`config.mk`:
```
export PLATFORM = sky130hd
export DESIGN_NAME = hbtm_geom
export DESIGN_NICKNAME = d
export VERILOG_FILES = /design/src/rtl/hbtm_pkg.sv /design/src/rtl/hbtm_geom.sv
export SDC_FILE = /design/constraint.sdc
export NUM_CORES = 1
export LEC_CHECK = 0
export ABC_AREA = 1
export BUFFER_PORTS_ARGS = -buffer_cell sky130_fd_sc_hd__clkbuf_2
export CAP_MARGIN = 20
export CORE_UTILIZATION = 55
export CTS_BUF_LIST = sky130_fd_sc_hd__clkbuf_4 sky130_fd_sc_hd__clkbuf_8 sky130_fd_sc_hd__clkbuf_16
export DETAILED_ROUTE_END_ITERATION = 7
export GPL_TIMING_DRIVEN = 0
export PLACE_DENSITY_LB_ADDON = 0.12
export SLEW_MARGIN = 20
export SYNTH_ARGS = -nofsm -noshare
export SYNTH_HDL_FRONTEND = slang
export SYNTH_SLANG_ARGS = --single-unit
```
`constraint.sdc`:
```
create_clock -name aclk -period 8 [get_ports aclk]
set_input_delay 0.8 -clock aclk [delete_from_list [all_inputs] [get_ports aclk]]
set_output_delay 0.8 -clock aclk [all_outputs]
set_load 0.02 [all_outputs]
```
`src/rtl/hbtm_pkg.sv`:
```
// Shared types and constants for the height blend texture mixer.
// Used by hbtm_geom and height_blend_texture_mixer; depends on nothing.
package hbtm_pkg;

    // Fixed field widths
    localparam int SPAN_W     = 16;
    localparam int MIX_W      = 7;
    localparam int LCNT_W     = 3;
    localparam int HEIGHT_W   = 16;
    localparam int TEX_W      = 8;
    localparam int TEX_LAYERS = 4;

    // Configuration port
    localparam int CFG_IDX_W  = 2;
    localparam int CFG_DATA_W = 16;

    // Reset values of the configuration registers
    localparam logic [SPAN_W-1:0] SPAN_RST = 16'd1024;
    localparam logic [MIX_W-1:0]  MIX_RST  = 7'd51;
    localparam logic [LCNT_W-1:0] LCNT_RST = 3'd4;

    // Band geometry: Q16.8 positions, band and ramp widths
    localparam int GW    = 32;
    localparam int DW    = 24;
    // Divisor 256*n - (n-1)*mix for up to eight layers
    localparam int DVW   = 12;
    // Numerator span*65536 and its bit count
    localparam int NUM_W = SPAN_W + 16;
    localparam int CNT_W = 5;

    // Ramp weight in Q0.8, produced two bits per division stage
    localparam int WB    = 8;
    localparam int SPS   = 2;
    localparam int NDIV  = WB / SPS;

    typedef enum logic [CFG_IDX_W-1:0] {
        CFG_HEIGHT_SPAN  = 2'd0,
        CFG_MIX_FRACTION = 2'd1,
        CFG_LAYER_COUNT  = 2'd2
    } cfg_idx_t;

    // One layer's band: outer edges, inner edges of the core, in use
    typedef struct packed {
        logic signed [GW-1:0] lo;
        logic signed [GW-1:0] hi;
        logic signed [GW-1:0] lm;
        logic signed [GW-1:0] rm;
        logic                 active;
    } geom_t;

endpackage

```
`src/rtl/hbtm_geom.sv`:
```
// Configuration registers and band geometry unit of the texture mixer.
// Depends on hbtm_pkg; recomputes every layer band after reset and after each write.
module hbtm_geom
    import hbtm_pkg::*;
#(
    parameter int MAX_LAYERS = 4,
    parameter int LANES      = 4
) (
    input  logic                  aclk,
    input  logic                  aresetn,
    input  logic                  cfg_valid,
    output logic                  cfg_ready,
    input  logic [CFG_IDX_W-1:0]  cfg_index,
    input  logic [CFG_DATA_W-1:0] cfg_data,
    output geom_t [LANES-1:0]     geom,
    output logic [DW-1:0]         ramp_w,
    output logic                  busy
);

    localparam int NW  = $clog2(MAX_LAYERS + 1);
    localparam int LIW = (LANES > 1) ? $clog2(LANES) : 1;

    typedef enum logic [2:0] {G_START, G_DIV, G_MULT, G_LAYER, G_DONE} gstate_t;

    gstate_t               state_reg, state_next;
    logic [SPAN_W-1:0]     span_reg, span_next;
    logic [MIX_W-1:0]      mix_reg, mix_next;
    logic [LCNT_W-1:0]     lcnt_reg, lcnt_next;
    logic [NW-1:0]         n_reg, n_next;
    logic [DVW-1:0]        dvs_reg, dvs_next;
    logic [DVW-1:0]        rem_reg, rem_next;
    logic [SPAN_W-1:0]     num_reg, num_next;
    logic [DW-1:0]         quo_reg, quo_next;
    logic [DW-1:0]         m_reg, m_next;
    logic signed [GW-1:0]  acc_reg, acc_next;
    logic [LIW-1:0]        idx_reg, idx_next;
    logic [CNT_W-1:0]      cnt_reg, cnt_next;
    geom_t [LANES-1:0]     geom_reg, geom_next;

    logic [SPAN_W-1:0]        span_eff;
    logic [NW-1:0]            n_clamp;
    logic [DVW-1:0]           n_wide;
    logic [DVW:0]             div_t;
    logic                     div_ge;
    logic [MIX_W+DW-1:0]      mix_prod;
    logic signed [GW-1:0]     band_hi;
    logic                     cfg_wr;

    assign cfg_ready = 1'b1;
    assign cfg_wr    = cfg_valid && cfg_ready;
    assign geom      = geom_reg;
    assign ramp_w    = m_reg;
    assign busy      = (state_reg != G_DONE);

    // Zero span behaves as one; clamp the layer count into 1..MAX_LAYERS
    assign span_eff = (span_reg == '0) ? SPAN_W'(1) : span_reg;

    always_comb begin
        if (lcnt_reg == '0) begin
            n_clamp = NW'(1);
        end else if (32'(lcnt_reg) > MAX_LAYERS) begin
            n_clamp = NW'(MAX_LAYERS);
        end else begin
            n_clamp = NW'(lcnt_reg);
        end
    end

    assign n_wide   = DVW'(n_clamp);
    assign div_t    = {rem_reg, num_reg[SPAN_W-1]};
    assign div_ge   = (div_t >= {1'b0, dvs_reg});
    assign mix_prod = mix_reg * quo_reg;
    assign band_hi  = acc_reg + $signed(GW'(quo_reg));

    always_comb begin
        state_next = state_reg;
        span_next  = span_reg;
        mix_next   = mix_reg;
        lcnt_next  = lcnt_reg;
        n_next     = n_reg;
        dvs_next   = dvs_reg;
        rem_next   = rem_reg;
        num_next   = num_reg;
        quo_next   = quo_reg;
        m_next     = m_reg;
        acc_next   = acc_reg;
        idx_next   = idx_reg;
        cnt_next   = cnt_reg;
        geom_next  = geom_reg;

        unique case (state_reg)
            // Latch layer count and divisor, load the span as numerator
            G_START: begin
                n_next     = n_clamp;
                dvs_next   = (n_wide << 8) - (n_wide - DVW'(1)) * DVW'(mix_reg);
                rem_next   = '0;
                num_next   = span_eff;
                quo_next   = '0;
                cnt_next   = '0;
                state_next = G_DIV;
            end
            // Band width: one restoring quotient bit per cycle
            G_DIV: begin
                rem_next = div_ge ? DVW'(div_t - {1'b0, dvs_reg}) : DVW'(div_t);
                quo_next = {quo_reg[DW-2:0], div_ge};
                num_next = {num_reg[SPAN_W-2:0], 1'b0};
                cnt_next = cnt_reg + CNT_W'(1);
                if (cnt_reg == CNT_W'(NUM_W - 1)) begin
                    state_next = G_MULT;
                end
            end
            // Overlap width and the lower edge of the first band
            G_MULT: begin
                m_next     = DW'(mix_prod >> 8);
                acc_next   = -$signed(GW'({span_eff, 7'd0}));
                idx_next   = '0;
                state_next = G_LAYER;
            end
            // Lay out one band per cycle, stepping by width minus overlap
            G_LAYER: begin
                geom_next[idx_reg].lo     = acc_reg;
                geom_next[idx_reg].hi     = band_hi;
                geom_next[idx_reg].lm     = (idx_reg == '0) ? acc_reg
                                          : acc_reg + $signed(GW'(m_reg));
                geom_next[idx_reg].rm     = (int'(idx_reg) == int'(n_reg) - 1) ? band_hi
                                          : band_hi - $signed(GW'(m_reg));
                geom_next[idx_reg].active = (int'(idx_reg) < int'(n_reg));
                acc_next = acc_reg + $signed(GW'(quo_reg)) - $signed(GW'(m_reg));
                idx_next = idx_reg + LIW'(1);
                if (idx_reg == LIW'(LANES - 1)) begin
                    state_next = G_DONE;
                end
            end
            G_DONE: begin
            end
        endcase

        // Register writes; any write restarts the band layout
        if (cfg_wr) begin
            unique case (cfg_idx_t'(cfg_index))
                CFG_HEIGHT_SPAN:  span_next = cfg_data[SPAN_W-1:0];
                CFG_MIX_FRACTION: mix_next  = cfg_data[MIX_W-1:0];
                CFG_LAYER_COUNT:  lcnt_next = cfg_data[LCNT_W-1:0];
                default: begin
                end
            endcase
            state_next = G_START;
        end
    end

    always_ff @(posedge aclk) begin
        if (!aresetn) begin
            state_reg <= G_START;
            span_reg  <= SPAN_RST;
            mix_reg   <= MIX_RST;
            lcnt_reg  <= LCNT_RST;
        end else begin
            state_reg <= state_next;
            span_reg  <= span_next;
            mix_reg   <= mix_next;
            lcnt_reg  <= lcnt_next;
        end
        n_reg    <= n_next;
        dvs_reg  <= dvs_next;
        rem_reg  <= rem_next;
        num_reg  <= num_next;
        quo_reg  <= quo_next;
        m_reg    <= m_next;
        acc_reg  <= acc_next;
        idx_reg  <= idx_next;
        cnt_reg  <= cnt_next;
        geom_reg <= geom_next;
    end

    // A register write always restarts the layout
    a_cfg_restart: assert property (@(posedge aclk) disable iff (!aresetn)
        cfg_wr |=> (state_reg == G_START))
        else $error("geometry not restarted after register write");

    // Overlap never exceeds the band width once laid out
    a_overlap: assert property (@(posedge aclk) disable iff (!aresetn)
        !busy |-> (m_reg <= quo_reg))
        else $error("overlap wider than band");

    // First band starts at minus half the span
    a_first_band: assert property (@(posedge aclk) disable iff (!aresetn)
        !busy |-> (geom_reg[0].lo == -$signed(GW'({span_eff, 7'd0}))))
        else $error("first band edge off center");

endmodule

```
# [Word-level counts from Yosys, hierarchy flattened]
# Cells that the tools add are included.
[classes] n_shift=0 bitwise_logic=1 order_cmp=5 mux=30 eq_ne=11 mul=2 n_addsub=10 n_div=0 reduce_logical=14
[ops] operator="516-bit bitwise mux" count=5
[ops] operator="129-bit demux with 2-bit select" count=5
[ops] operator="129-bit 2-to-1 mux" count=1
[ops] operator="97-bit 2-to-1 mux" count=1
[ops] operator="65-bit 2-to-1 mux" count=1
[ops] operator="32-bit 2-to-1 mux" count=2
[ops] operator="32-bit case mux with 2 select lines" count=1
[ops] operator="24-bit case mux with 2 select lines" count=1
[ops] operator="33-bit 2-to-1 mux" count=1
[ops] operator="32-bit by 24-bit adder with 32-bit output" count=1
[ops] operator="32-bit by 25-bit adder with 32-bit output" count=1
[ops] operator="23-bit negation with 32-bit output" count=1
[ops] operator="16-bit case mux with 2 select lines" count=1
[ops] operator="32-bit by 24-bit subtractor with 32-bit output" count=1
[ops] operator="7-bit by 24-bit multiplier with 31-bit output" count=1
[ops] operator="12-bit case mux with 2 select lines" count=1
[ops] operator="16-bit logical NOT" count=1
[ops] operator="16-bit 2-to-1 mux" count=1
[ops] operator="13-bit by 12-bit greater-or-equal comparator with 1-bit output" count=1
[ops] operator="4-bit by 8-bit multiplier with 12-bit output" count=1
[ops] operator="12-bit 2-to-1 mux" count=1
[ops] operator="3-bit 2-to-1 mux" count=4
[ops] operator="3-bit case mux with 4 select lines" count=1
[ops] operator="11-bit by 12-bit subtractor with 12-bit output" count=1
[ops] operator="28 further kinds" count=37
[totals] ramBits=0 rom_bits=0 mem_count=0 latch_bits=0 ff_bits=674 in_bits=21

# [Logic depth before layout (Yosys ltp)]
# Gate-level depths: netlist of the first run.
[logic_depth] ltp_word=9 mapped_depth=24 depth_no_buf=24

# [Least setup slack after synthesis of the first run]
# No wires, ideal clock.
[synth_path] kind="reg2reg" startpoint="reg state_reg[2]" endpoint="reg geom_reg (netlist bit geom[0]) (enable)" arrival_ps=6546 period_less_slack_ps=7165 path_stages_with_launch=6 slack_ps=835 path_buffers=2 path_cell_list="dfxtp_1 -> clkbuf_1 -> nor3_2 -> inv_1 -> clkbuf_1 -> nor2_1"
[synth_via] elab_chain_cells=1
[synth_rtl] item="start, declared" line_no="hbtm_geom.sv:25" source="gstate_t state_reg, state_next;"
[synth_rtl] item="start signal, assigned" line_no="hbtm_geom.sv:157" source="state_reg <= state_next;"
[synth_rtl] item="3-bit by 2-bit equality test with 1-bit output" line_no="hbtm_geom.sv:90" source="unique case (state_reg)"
[synth_rtl] item="end signal, assigned" line_no="hbtm_geom.sv:171" source="geom_reg <= geom_next;"
[synth_rtl] item="end, declared" line_no="hbtm_geom.sv:38" source="geom_t [LANES-1:0] geom_reg, geom_next;"
# Every way passes these cells.
# A chain may end at the register's enable or synchronous reset.

# [Final worst setup path of the first run]
[layout_path] startpoint="reg quo_reg[0]" endpoint="reg geom_reg (netlist bit geom[282]), data pin"
[layout_via] elab_chain_cells=5
[layout_rtl] item="start, declared" line_no="hbtm_geom.sv:33" source="logic [DW-1:0] quo_reg, quo_next;"
[layout_rtl] item="start signal, assigned" line_no="hbtm_geom.sv:166" source="quo_reg <= quo_next;"
[layout_rtl] item="32-bit by 25-bit adder with 32-bit output" line_no="hbtm_geom.sv:72" source="assign band_hi = acc_reg + $signed(GW'(quo_reg));"
[layout_rtl] item="named net band_hi[14]" line_no="hbtm_geom.sv:46" source="logic signed [GW-1:0] band_hi;"
[layout_rtl] item="32-bit by 24-bit subtractor with 32-bit output" line_no="hbtm_geom.sv:125" source=": band_hi - $signed(GW'(m_reg));"
[layout_rtl] item="32-bit 2-to-1 mux" line_no="hbtm_geom.sv:124" source="geom_next[idx_reg].rm = (int'(idx_reg) == int'(n_reg) - 1) ? band_hi"
[layout_rtl] item="516-bit bitwise mux" line_no="hbtm_geom.sv:124"
[layout_rtl] item="516-bit bitwise mux" line_no="hbtm_geom.sv:126" source="geom_next[idx_reg].active = (int'(idx_reg) < int'(n_reg));"
# The timed path passes the listed nets, and every way through them passes these cells.

==> results of run 1 <==
[final cells by class]
class,count,area (um^2)
Antenna cell,1,2.50
Buffer,76,313
Clock buffer,86,1880
Clock inverter,34,403
Fill cell,4866,20400
Inverter,573,2150
Multi-Input combinational cell,1890,12300
Sequential cell,674,19900
Tap cell,837,1050
Timing Repair Buffer,591,3500
[cell usage after synthesis (all sizes together) (15+ instances only)]
cell,number
nand2,705
edfxtp,645
inv,573
nor2,201
ha,167
a21oi,156
o21ai,151
fa,125
nand3,120
clkbuf,68
xor2,62
xnor2,35
nor3,31
dfxtp,29
nand4,25
or2,16
a31oi,15
[worst max-delay path: stages (launching register included)]
cell,delay [ps]
sky130_fd_sc_hd__edfxtp_1,630
sky130_fd_sc_hd__ha_1,410
sky130_fd_sc_hd__fa_1,490
sky130_fd_sc_hd__nand3_1,110
sky130_fd_sc_hd__nand3_1,180
sky130_fd_sc_hd__nand2_1,110
sky130_fd_sc_hd__nand2_1,110
sky130_fd_sc_hd__nand3_1,90
sky130_fd_sc_hd__nand2_1,110
sky130_fd_sc_hd__xor2_1,810
sky130_fd_sc_hd__ha_1,440
sky130_fd_sc_hd__a21oi_1,190
sky130_fd_sc_hd__a21boi_0,490
sky130_fd_sc_hd__o21ai_0,220
sky130_fd_sc_hd__nand3_1,120
sky130_fd_sc_hd__nand3_1,240
sky130_fd_sc_hd__xor2_1,260
sky130_fd_sc_hd__o21ai_0,610
[power by group]
part / leakage, uW / internal (uW) / total (uW) / switching, uW
Sequential: 0.00618 / 4110 / 4190 / 77.5
Combinational: 0.0118 / 580 / 1860 / 1280
Clock: 0.00113 / 1880 / 3210 / 1330
[metrics by stage]
step / hold WS [ps] / cell area, um^2
after floorplan: 430 / 34600
after detailed placement: 458 / 39200
final: 409 / 41500
after global placement: 445 / 38500
after CTS: 374 / 41500
after global routing: 411 / 41500
[cell usage in the layout, fill, tap and decap left out, types with 16 or more instances in the layout]
cell type / instances
sky130_fd_sc_hd__xnor2_1: 35
sky130_fd_sc_hd__nand3_1: 115
sky130_fd_sc_hd__ha_1: 167
sky130_fd_sc_hd__clkbuf_1: 56
sky130_fd_sc_hd__nor3_1: 25
sky130_fd_sc_hd__fa_1: 125
sky130_fd_sc_hd__or2_2: 16
sky130_fd_sc_hd__o21ai_0: 135
sky130_fd_sc_hd__a21oi_1: 155
sky130_fd_sc_hd__buf_12: 16
sky130_fd_sc_hd__nor2_2: 16
sky130_fd_sc_hd__nor2_1: 178
sky130_fd_sc_hd__dfxtp_1: 29
sky130_fd_sc_hd__inv_1: 570
sky130_fd_sc_hd__clkbuf_16: 70
sky130_fd_sc_hd__clkbuf_2: 571
sky130_fd_sc_hd__xor2_1: 62
sky130_fd_sc_hd__nand4_1: 25
sky130_fd_sc_hd__nand2_1: 686
sky130_fd_sc_hd__edfxtp_1: 645
[metal layers]
layer / vias to the layer above / part of all wire
met5: - / 0
li1: 11900 / -
met1: 12000 / 0.39
met4: 0 / 0.030
met3: 138 / 0.074
met2: 995 / 0.50
[worst min-delay path by stage]
stage                      start           end  slack, ps  depth (start not counted)
floorplan            lcnt_reg[0]   lcnt_reg[0]        430                          2
global placement     lcnt_reg[0]   lcnt_reg[0]        440                          2
detailed placement   lcnt_reg[0]   lcnt_reg[0]        460                          2
CTS                 cfg_data[12]  span_reg[12]        370                          3
global route        cfg_data[12]  span_reg[12]        410                          3
finish              cfg_data[13]  span_reg[13]        410                          3
[logic make-up after synthesis]
| kind of cell | Yosys count |
|---|---|
| buffers and inverters | 649 |
| other | 2 |
| XOR/XNOR | 97 |
| AND/OR/NAND/NOR | 1122 |
| adder cells (fa/ha/maj) | 292 |
| flip-flops | 674 |
| AO/OA/AOI/OAI | 368 |
==> impl_summary.txt, run 1 <==
----------------------------------------------------
[Pwr]
  Final total power ... just over 9000 uW
  Peak supply drop ... 0.144 mV
  Static leakage ... 0.0191 uW
  Power density of the placed cells ... between 200 and 250 nW/um^2

[Die]
  Die outline height ... 253 um
  Total die area ... 63900 um^2
  Number of placement rows ... 91
  Initial cell density of the core ... 0.559
  Io pins ... 563
  Core area ... 61900 um^2
  Die width ... 253 um

[Yosys]
  Dominant combinational cell family by area after synthesis ... simple AND/OR/NAND/NOR gates
  Post-Synth Simple-Gate Area ... 0.137
  Share of synthesized cell area in full adder, half adder and majority cells ... 0.133
  Register area share after synthesis ... 0.577
  Most used flip-flop cell after synthesis ... sky130_fd_sc_hd__edfxtp_1
  Synth area leader ... sky130_fd_sc_hd__edfxtp_1
  Post-synthesis compound-gate area fraction ... 0.0577
  Number of enable-type register cells in the synthesized netlist ... 645
  Post-synthesis xor/xnor area fraction ... 0.0246
  Netlist Area Pre-Place ... 34600 um^2
  Top post-synthesis cells by area ... sky130_fd_sc_hd__edfxtp_1 56%, sky130_fd_sc_hd__nand2_1 7.4%, sky130_fd_sc_hd__fa_1 7.2%, sky130_fd_sc_hd__inv_1 6.2%, sky130_fd_sc_hd__ha_1 6.0%
  Mux share of post-synthesis cell area ... 0
  Yosys Warn Count ... 0
  Asr flop ratio synth ... 0
  Average cell area after synthesis ... 10.8 um^2
  Cells after Synth ... 3204
  Synth Register Bits ... 674
  Area share of the leading cell type in the synthesized netlist ... 0.560
  Synth unique cells ... 50

[Global routing]
  Global-route wire length before repair ... 146000 um
  Grt met3 use ... 0.0485
  Via count of the first global-routing pass ... roughly 24000
  Most congested layer reported by global routing ... met2
  GR Util met2 ... 0.536
  Total routing usage reported by global routing ... 0.311
  Grt total ovfl ... 0
  Largest net degree at the start of global routing ... 29
  Antenna violations before repair ... 1
  Met1 global-route usage ... 0.400

[Route]
  Number of DRC markers after the initial detailed-route iteration ... 2205
  Remaining antenna violation count after routing ... 0
  Vias per cell ... roughly 5.3
  Final wirelength ... 99000 um
  Routed WL per cell ... between 20 and 25 um
  Total number of vias ... 25000
  Count of TritonRoute iterations in the first routing pass ... 6
  DRC ... 0

[Timing]
  Final period utilization ... 0.738
  Slew Viols, Final ... 0
  Worst setup margin ... approximately 2100 ps
  Upper clock frequency limit ... 169 MHz
  Final setup violation count ... 0
  Worst clock skew ... about 25 ps
  Setup TNS ... 0 ps
  Minimum period implied by the final worst setup slack ... 5910 ps
  Unrepaired setup endpoints after global routing ... no
  Final hold vios ... 0
  Slew at the pin closest to its max-slew limit ... 1180 ps
  Slew margin rel. ... 0.206

[Critical path]
  Worst setup path startpoint ... quo_reg[0]
  Endpoint of the most critical register-to-register path ... geom[282]
  FF-to-FF setup slack ... 2090 ps
  Class of the most critical setup path ... reg2reg
  Number of cells on the worst reg-to-reg path ... 17
  Termination of the worst setup path ... geom[282]
  Sort of element at the start of the critical path ... flop
  Setup crit end kind ... flop
  Maximum fanout encountered on the critical timing path ... 8
  Arrival @ worst endpoint ... around 6200 ps
  Worst path required time ... 8310 ps
  R2R Path Start ... quo_reg[0]

[Placement]
  Cell total after placement ... 4641
  Final weighted congestion in routability-driven placement ... approximately 1
  Number of buffers added on ports ... 559
  Placed wire-length estimate ... 78900 um
  Placement Setup Slack ... 2320 ps

[Clock tree]
  Hold-fix buffers, CTS ... 0
  Clock insertion delay at the later pin of the skew report ... ~620 ps
  Clock tree sinks ... 674
  CTS max path bufs ... 3
  Post-cts resize count ... 0
  Clock slew at reported path FFs ... 60 ps
  Number of setup buffers added after CTS ... 0
  H-tree levels ... 3
  TritonCTS clock tree ... built
  Buffer type at the clock tree root ... sky130_fd_sc_hd__clkbuf_16
  TritonCTS buffer count ... 69

[Finish]
  Area overhead of the layout relative to synthesis ... 20.0%
  Largest register FFs ... 516
  Layout net count ... approximately 4200
  Fraction of layout instances using a drive strength above 1 ... 0.203
  Final Core Density ... 0.670
  Non-filler cells in the finished layout ... 4762

[Status]
  Status ... complete, no violations

[Hold path]
  HP Class ... in2reg

[Job]
  Count of maximum capacitance violations ... 0

----------------------------------------------------
No activity file was read; power rests on OpenSTA's default activity.
==> run 2: changes to the inputs <==
--- a/config.mk
+++ b/config.mk
@@ -8,7 +8,7 @@
 export ABC_AREA = 1
 export BUFFER_PORTS_ARGS = -buffer_cell sky130_fd_sc_hd__clkbuf_2
 export CAP_MARGIN = 20
-export CORE_UTILIZATION = 55
+export CORE_UTILIZATION = 52
 export CTS_BUF_LIST = sky130_fd_sc_hd__clkbuf_4 sky130_fd_sc_hd__clkbuf_8 sky130_fd_sc_hd__clkbuf_16
 export DETAILED_ROUTE_END_ITERATION = 7
 export GPL_TIMING_DRIVEN = 0
==> constraint.sdc (replaced) <==
create_clock -name aclk -period 5.4 [get_ports aclk]
set_input_delay 0.54 -clock aclk [delete_from_list [all_inputs] [get_ports aclk]]
set_output_delay 0.54 -clock aclk [all_outputs]
set_load 0.02 [all_outputs]
==> run 2 against run 1 <==
- die area is 5.7% higher
- total power is 50% higher
- non-clock buffer count is 1 lower
- worst hold slack worse by 280 ps
- final cell count is 0.73% higher
- flip-flop and latch count stayed put
- sequential share of layout area is 0.27 points lower
- combinational power is 51% higher
- fmax is 15% higher
- clock power is 50% higher
- largest cell class unchanged
==> impl_summary.txt, run 2 (synthesis gave the netlist of run 1 again) <==
----------------------------------------------------
[Timing]
  Final setup violation count ... 0
  Post-Route Hold Slack ... 127 ps
  Worst clock skew ... 33.5 ps
  Setup TNS ... 0 ps
  Final hold vios ... 0
  Upper clock frequency limit ... 194 MHz
  Unrepaired setup endpoints after global routing ... no
  Slew Viols, Final ... 0
  Slew margin rel. ... 0.286
  Minimum period implied by the final worst setup slack ... 5150 ps
  Final period utilization ... 0.954
  Slew at the pin closest to its max-slew limit ... 1060 ps

[Global routing]
  Grt total ovfl ... 0
  Global-route wire length before repair ... 150000 um
  Total routing usage reported by global routing ... 0.301
  Via count of the first global-routing pass ... 24100
  Largest net degree at the start of global routing ... 28
  Antenna violations before repair ... 3

[Die]
  Core area ... 65700 um^2
  Die outline height ... 260 um
  Number of placement rows ... 94
  Die width ... 260 um
  Io pins ... ~560
  Total die area ... slightly below 70000 um^2
  Initial cell density of the core ... 0.526

[Route]
  Total number of vias ... roughly 25000
  Length of routed met3 wiring ... 7040 um
  Routed WL per cell ... 21.3 um
  Number of DRC markers after the initial detailed-route iteration ... between 2000 and 2500
  Vias per cell ... around 5.2
  Remaining antenna violation count after routing ... 0
  WL met2 ... just over 50000 um
  Met1 Routed Length ... about 41000 um
  Count of TritonRoute iterations in the first routing pass ... 6
  Highest metal used ... met4
  DRC ... 0
  Final wirelength ... around 100000 um

[Pwr]
  Static leakage ... 0.0193 uW
  Relative contribution of combinational cells to total power ... 0.203
  Switching share of total power ... 0.296
  Fraction of power consumed by sequential logic ... 0.449
  Power density of the placed cells ... 332 nW/um^2
  Net switching power of the design ... between 4000 and 5000 uW
  Peak supply drop ... between 0.2 and 0.3 mV
  Internal power component ... 9750 uW
  Share of power burned in the clock network ... 0.349

[Placement]
  Number of buffers added on ports ... 559
  Placed wire-length estimate ... around 82000 um
  Final weighted congestion in routability-driven placement ... ~0.96

[Finish]
  Layout net count ... roughly 4200
  Fraction of layout instances using a drive strength above 1 ... 0.212
  Commonest cells after routing, fill and taps aside ... 686 x sky130_fd_sc_hd__nand2_1, 645 x sky130_fd_sc_hd__edfxtp_1, 579 x sky130_fd_sc_hd__clkbuf_2
  Commonest non-fill, non-tap cell in the layout ... sky130_fd_sc_hd__nand2_1
  Largest register FFs ... 516
  Area overhead of the layout relative to synthesis ... 20.7%

[Critical path]
  Setup crit end kind ... flop
  Worst path required time ... 5730 ps
  Termination of the worst setup path ... ramp_w[12]
  Critical-path top delay cell ... sky130_fd_sc_hd__fa_1
  FF-to-FF setup slack ... 250 ps
  Maximum cell stage delay along the critical path ... 550 ps
  Arrival @ worst endpoint ... ~5500 ps
  R2R Path Start ... quo_reg[6]
  Worst setup path startpoint ... quo_reg[6]
  Class of the most critical setup path ... reg2reg
  Sort of element at the start of the critical path ... flop
  Endpoint of the most critical register-to-register path ... ramp_w[12]
  Number of cells on the worst reg-to-reg path ... 19
  Maximum fanout encountered on the critical timing path ... 8
  Chain of cells forming the critical path ... clkbuf_2, nand2_1, inv_1, fa_1, fa_1, fa_1, inv_1, fa_1, inv_1, ha_1, a21oi_1, o21ai_0, a21o_1, a21oi_2, inv_1, a21oi_2, inv_1, a21oi_1, xnor2_1
  Top cell by count, worst path ... sky130_fd_sc_hd__inv_1

[Clock tree]
  Clock slew at reported path FFs ... roughly 60 ps
  Clock tree sinks ... just under 700
  CTS max path bufs ... 3
  Hold-fix buffers, CTS ... 0
  Buffer type at the clock tree root ... sky130_fd_sc_hd__clkbuf_16
  Clock insertion delay at the later pin of the skew report ... approximately 630 ps
  TritonCTS clock tree ... built
  TritonCTS buffer count ... 70
  H-tree levels ... 3

[Status]
  Status ... complete, no violations

[Hold path]
  HP Class ... in2reg

[Job]
  Count of maximum capacitance violations ... 0

----------------------------------------------------
-- run 2: worst max-delay path, delay by kind of cell (launching register included) --
kind            cells  cell delay (ps)
simple gates        1              100
flops               1              460
buf+inv             6              580
compound gates      6             1110
xor+xnor            1              140
fa+ha+maj           5             2480
-- run 2: final cells by class --
| cell class | count | area, um^2 |
|---|---|---|
| tap | 864 | 1080 |
| clock buffer | 77 | 1840 |
| inverter | 573 | 2150 |
| multi-input combinational | 1890 | 12400 |
| timing repair buffer | 597 | 3580 |
| antenna | 4 | 10.0 |
| fill | 5329 | 24000 |
| sequential | 674 | 20000 |
| clock inverter | 49 | 477 |
| buffer | 69 | 318 |
-- run 2: power by group through the flow --
stage               sequential (uW)  combinational (uW)  clock, uW
global route                   6220                3140       5040
CTS                            6220                2770       4880
global placement               6320                2710          0
floorplan                      6280                1890          0
detailed placement             6320                2760          0
finish                         6210                2810       4830
-- run 2: metal layers --
| layer | track usage | vias up |
|---|---|---|
| li1 | - | 11900 |
| met1 | 0.388 | 12200 |
| met2 | 0.523 | 913 |
| met3 | 0.0409 | 152 |
| met4 | 0.0998 | 0 |
| met5 | 0 | - |
-- run 2: per-stage QoR --
step	instances	total power [uW]	setup WS [ps]	util	cell area (um^2)
global placement	4636	9040	-6840	0.586	38500
floorplan	3213	8170	-1770	-	34600
detailed placement	4670	9070	-511	0.598	39300
finish	4797	13800	247	0.635	41800
CTS	4791	13900	20.0	0.634	41700
global route	4793	14400	0.304	0.635	41800
-- run 2: worst min path at each step --
stage | start | to | slack [ps] | cells past startpoint
floorplan | lcnt_reg[0] | lcnt_reg[0] | 430 | 2
CTS | cfg_data[12] | span_reg[12] | 100 | 3
detailed placement | lcnt_reg[0] | lcnt_reg[0] | 450 | 2
global route | cfg_data[11] | span_reg[11] | 130 | 3
global placement | lcnt_reg[0] | lcnt_reg[0] | 450 | 2
finish | cfg_data[10] | span_reg[10] | 130 | 3
-- run 2: what timing repair did --
action                     in CTS  in global routing
setup endpoints to repair      34                 49
resized for setup              24                 31
setup buffers                   0                  4
pin swaps                       0                  1
gates cloned                    0                  0
==> run 3: changes to the inputs <==
--- a/config.mk
+++ b/config.mk
@@ -8,7 +8,7 @@
 export ABC_AREA = 1
 export BUFFER_PORTS_ARGS = -buffer_cell sky130_fd_sc_hd__clkbuf_2
 export CAP_MARGIN = 20
-export CORE_UTILIZATION = 52
+export CORE_UTILIZATION = 55
 export CTS_BUF_LIST = sky130_fd_sc_hd__clkbuf_4 sky130_fd_sc_hd__clkbuf_8 sky130_fd_sc_hd__clkbuf_16
 export DETAILED_ROUTE_END_ITERATION = 7
 export GPL_TIMING_DRIVEN = 0
==> constraint.sdc (replaced) <==
create_clock -name aclk -period 5.6 [get_ports aclk]
set_input_delay 0.56 -clock aclk [delete_from_list [all_inputs] [get_ports aclk]]
set_output_delay 0.56 -clock aclk [all_outputs]
set_load 0.02 [all_outputs]
==> run 3 against run 2 <==
- cell area shrank 0.53%
- register-to-register slack got worse by 170 ps
- worst setup slack lost 170 ps
- non-clock buffer count down 4
- via count is 0.27% lower
- combinational power down 5%
- flip-flop and latch count unchanged
- die area fell by 5.4%
- critical endpoint is now geom[12]
- clock-buffer cell count up 9
- routed wire length down 3.1%
- utilization increased by 3.5 points
- sequential share of layout area increased by 0.23 points
- critical path type unchanged
==> impl_summary.txt, run 3 (synthesis gave the netlist of run 1 again) <==
----------------------------------------------------
[Status]
  Status ... complete, no violations

[Finish]
  Sequential Area ... 20000 um^2
  Fraction of layout instances using a drive strength above 1 ... 0.208
  Commonest cells after routing, fill and taps aside ... 686 x sky130_fd_sc_hd__nand2_1, 645 x sky130_fd_sc_hd__edfxtp_1, 581 x sky130_fd_sc_hd__clkbuf_2
  Area overhead of the layout relative to synthesis ... 20.1%
  Combined area of the multi-input logic cells ... roughly 12000 um^2
  Layout net count ... 4183
  Final Core Density ... 0.671
  Largest register FFs ... 516
  Layout filler cell count ... 4862
  Commonest non-fill, non-tap cell in the layout ... sky130_fd_sc_hd__nand2_1

[Global routing]
  Antenna violations before repair ... 1
  Grt total ovfl ... 0
  Total routing usage reported by global routing ... 0.311
  Largest net degree at the start of global routing ... 29
  Global-route wire length before repair ... 146000 um
  Via count of the first global-routing pass ... between 20000 and 25000

[Timing]
  Slew margin rel. ... 0.215
  Minimum period implied by the final worst setup slack ... 5520 ps
  Post-Route Hold Slack ... ~170 ps
  Worst setup margin ... 75.7 ps
  Unrepaired setup endpoints after global routing ... yes
  Final hold vios ... 0
  Final setup violation count ... 0
  Worst clock skew ... roughly 26 ps
  Slew at the pin closest to its max-slew limit ... 1170 ps
  Slew Viols, Final ... 0
  Setup TNS ... 0 ps
  Final period utilization ... 0.986
  Upper clock frequency limit ... 181 MHz

[Die]
  Core area ... just over 60000 um^2
  Total die area ... 63900 um^2
  Initial cell density of the core ... 0.559
  Die width ... 253 um
  Die outline height ... between 200 and 300 um
  Io pins ... 563
  Number of placement rows ... 91

[Hold path]
  Min-Delay Endpoint ... span_reg[13]
  Worst Hold Path Cells ... 3
  HP Class ... in2reg
  Hold path startpoint ... cfg_data[13]

[Critical path]
  Sort of element at the start of the critical path ... flop
  Maximum cell stage delay along the critical path ... between 900 and 1000 ps
  Maximum fanout encountered on the critical timing path ... 8
  Worst path required time ... just under 6000 ps
  Arrival @ worst endpoint ... between 5000 and 6000 ps
  Critical-path top delay cell ... sky130_fd_sc_hd__o21ai_0
  Crit path buf inv count ... 0
  Number of cells on the worst reg-to-reg path ... 14
  Endpoint of the most critical register-to-register path ... geom[12]
  R2R Path Start ... quo_reg[0]
  FF-to-FF setup slack ... 80 ps
  Chain of cells forming the critical path ... ha_1, fa_1, nand3_1, nand3_1, nand2_1, nand2_1, xor2_1, ha_1, a21o_1, o21bai_2, a21oi_1, o21bai_1, xnor2_1, o21ai_0
  Setup crit end kind ... flop
  Critical path's top delay family ... compound AO/OA/AOI/OAI gates
  Class of the most critical setup path ... reg2reg

[Route]
  Number of DRC markers after the initial detailed-route iteration ... 2096
  Count of TritonRoute iterations in the first routing pass ... 5
  DRC ... 0
  Total number of vias ... 25100
  WL met2 ... 49800 um
  Met1 Routed Length ... approximately 39000 um
  Remaining antenna violation count after routing ... 0
  Highest metal used ... met4
  Vias per cell ... 5.27
  Routed WL per cell ... 20.8 um
  Length of routed met3 wiring ... 7600 um
  Final wirelength ... 99200 um

[Placement]
  Number of buffers added on ports ... about 560
  Final weighted congestion in routability-driven placement ... 1.01
  Placement Setup Slack ... -82.2 ps
  Placed wire-length estimate ... 78900 um

[Job]
  Count of maximum capacitance violations ... 0

[Clock tree]
  Buffer type at the clock tree root ... sky130_fd_sc_hd__clkbuf_16
  Hold-fix buffers, CTS ... 0
  TritonCTS clock tree ... built
  Number of setup buffers added after CTS ... 0
  TritonCTS buffer count ... 69
  CTS max path bufs ... 3
  Clock insertion delay at the later pin of the skew report ... 630 ps
  Clock tree sinks ... 674
  H-tree levels ... 3
  Clock slew at reported path FFs ... 60 ps
  Post-cts resize count ... 7

[Pwr]
  Power density of the placed cells ... approximately 320 nW/um^2
  Peak supply drop ... 0.206 mV
  Final total power ... between 10000 and 15000 uW
  Static leakage ... between 0.015 and 0.02 uW

----------------------------------------------------
## run 3: worst max path at each step
| stage | from | end | slack, ps | cells after the start |
|---|---|---|---|---|
| 6_report | quo_reg[0] | geom[12] | 80 | 14 |
| 5_1_grt | quo_reg[4] | ramp_w[16] | -4 | 20 |
| 4_1_cts | quo_reg[0] | geom[282] | 30 | 15 |
| 3_5_place_dp | quo_reg[0] | geom[24] | -80 | 17 |
| 3_3_place_gp | idx_reg[1] | geom[121] | -6380 | 5 |
| 2_1_floorplan | state_reg[2] | geom[0] | -1570 | 5 |
## run 3: final cells by class
type                    instances  share of cell area
plain buffers                  71             0.00741
flip-flops and latches        674               0.480
clock inverters                34             0.00970
clock buffers                  86              0.0452
repair buffers                591              0.0842
inverters                     573              0.0518
diodes                          1           0.0000602
multi-input cells            1890               0.296
well taps                     837              0.0252
## run 3: per-stage QoR
stage	instance area, um^2	std cells
finish	41600	4757
global route	41600	4757
CTS	41500	4760
detailed placement	39200	4641
global placement	38500	4609
floorplan	34600	3213
## run 3: power by group
group / leakage (uW) / total, uW / internal [uW] / switching, uW
sequential: 0.00618 / 6000 / 5880 / 118
clock: 0.00113 / 4600 / 2690 / 1920
combinational: 0.0119 / 2660 / 833 / 1820
## run 3: worst min-delay path: cells and delay by family
kind | cells | cell delay [ps]
and+or+nand+nor | 2 | 120
buffers and inverters | 1 | 70
## run 3: metal layers
| metal | vias to the layer above | global-route usage |
|---|---|---|
| met2 | 1016 | 0.536 |
| li1 | 11900 | - |
| met4 | 0 | 0.108 |
| met3 | 139 | 0.0485 |
| met1 | 12000 | 0.400 |
| met5 | - | 0 |
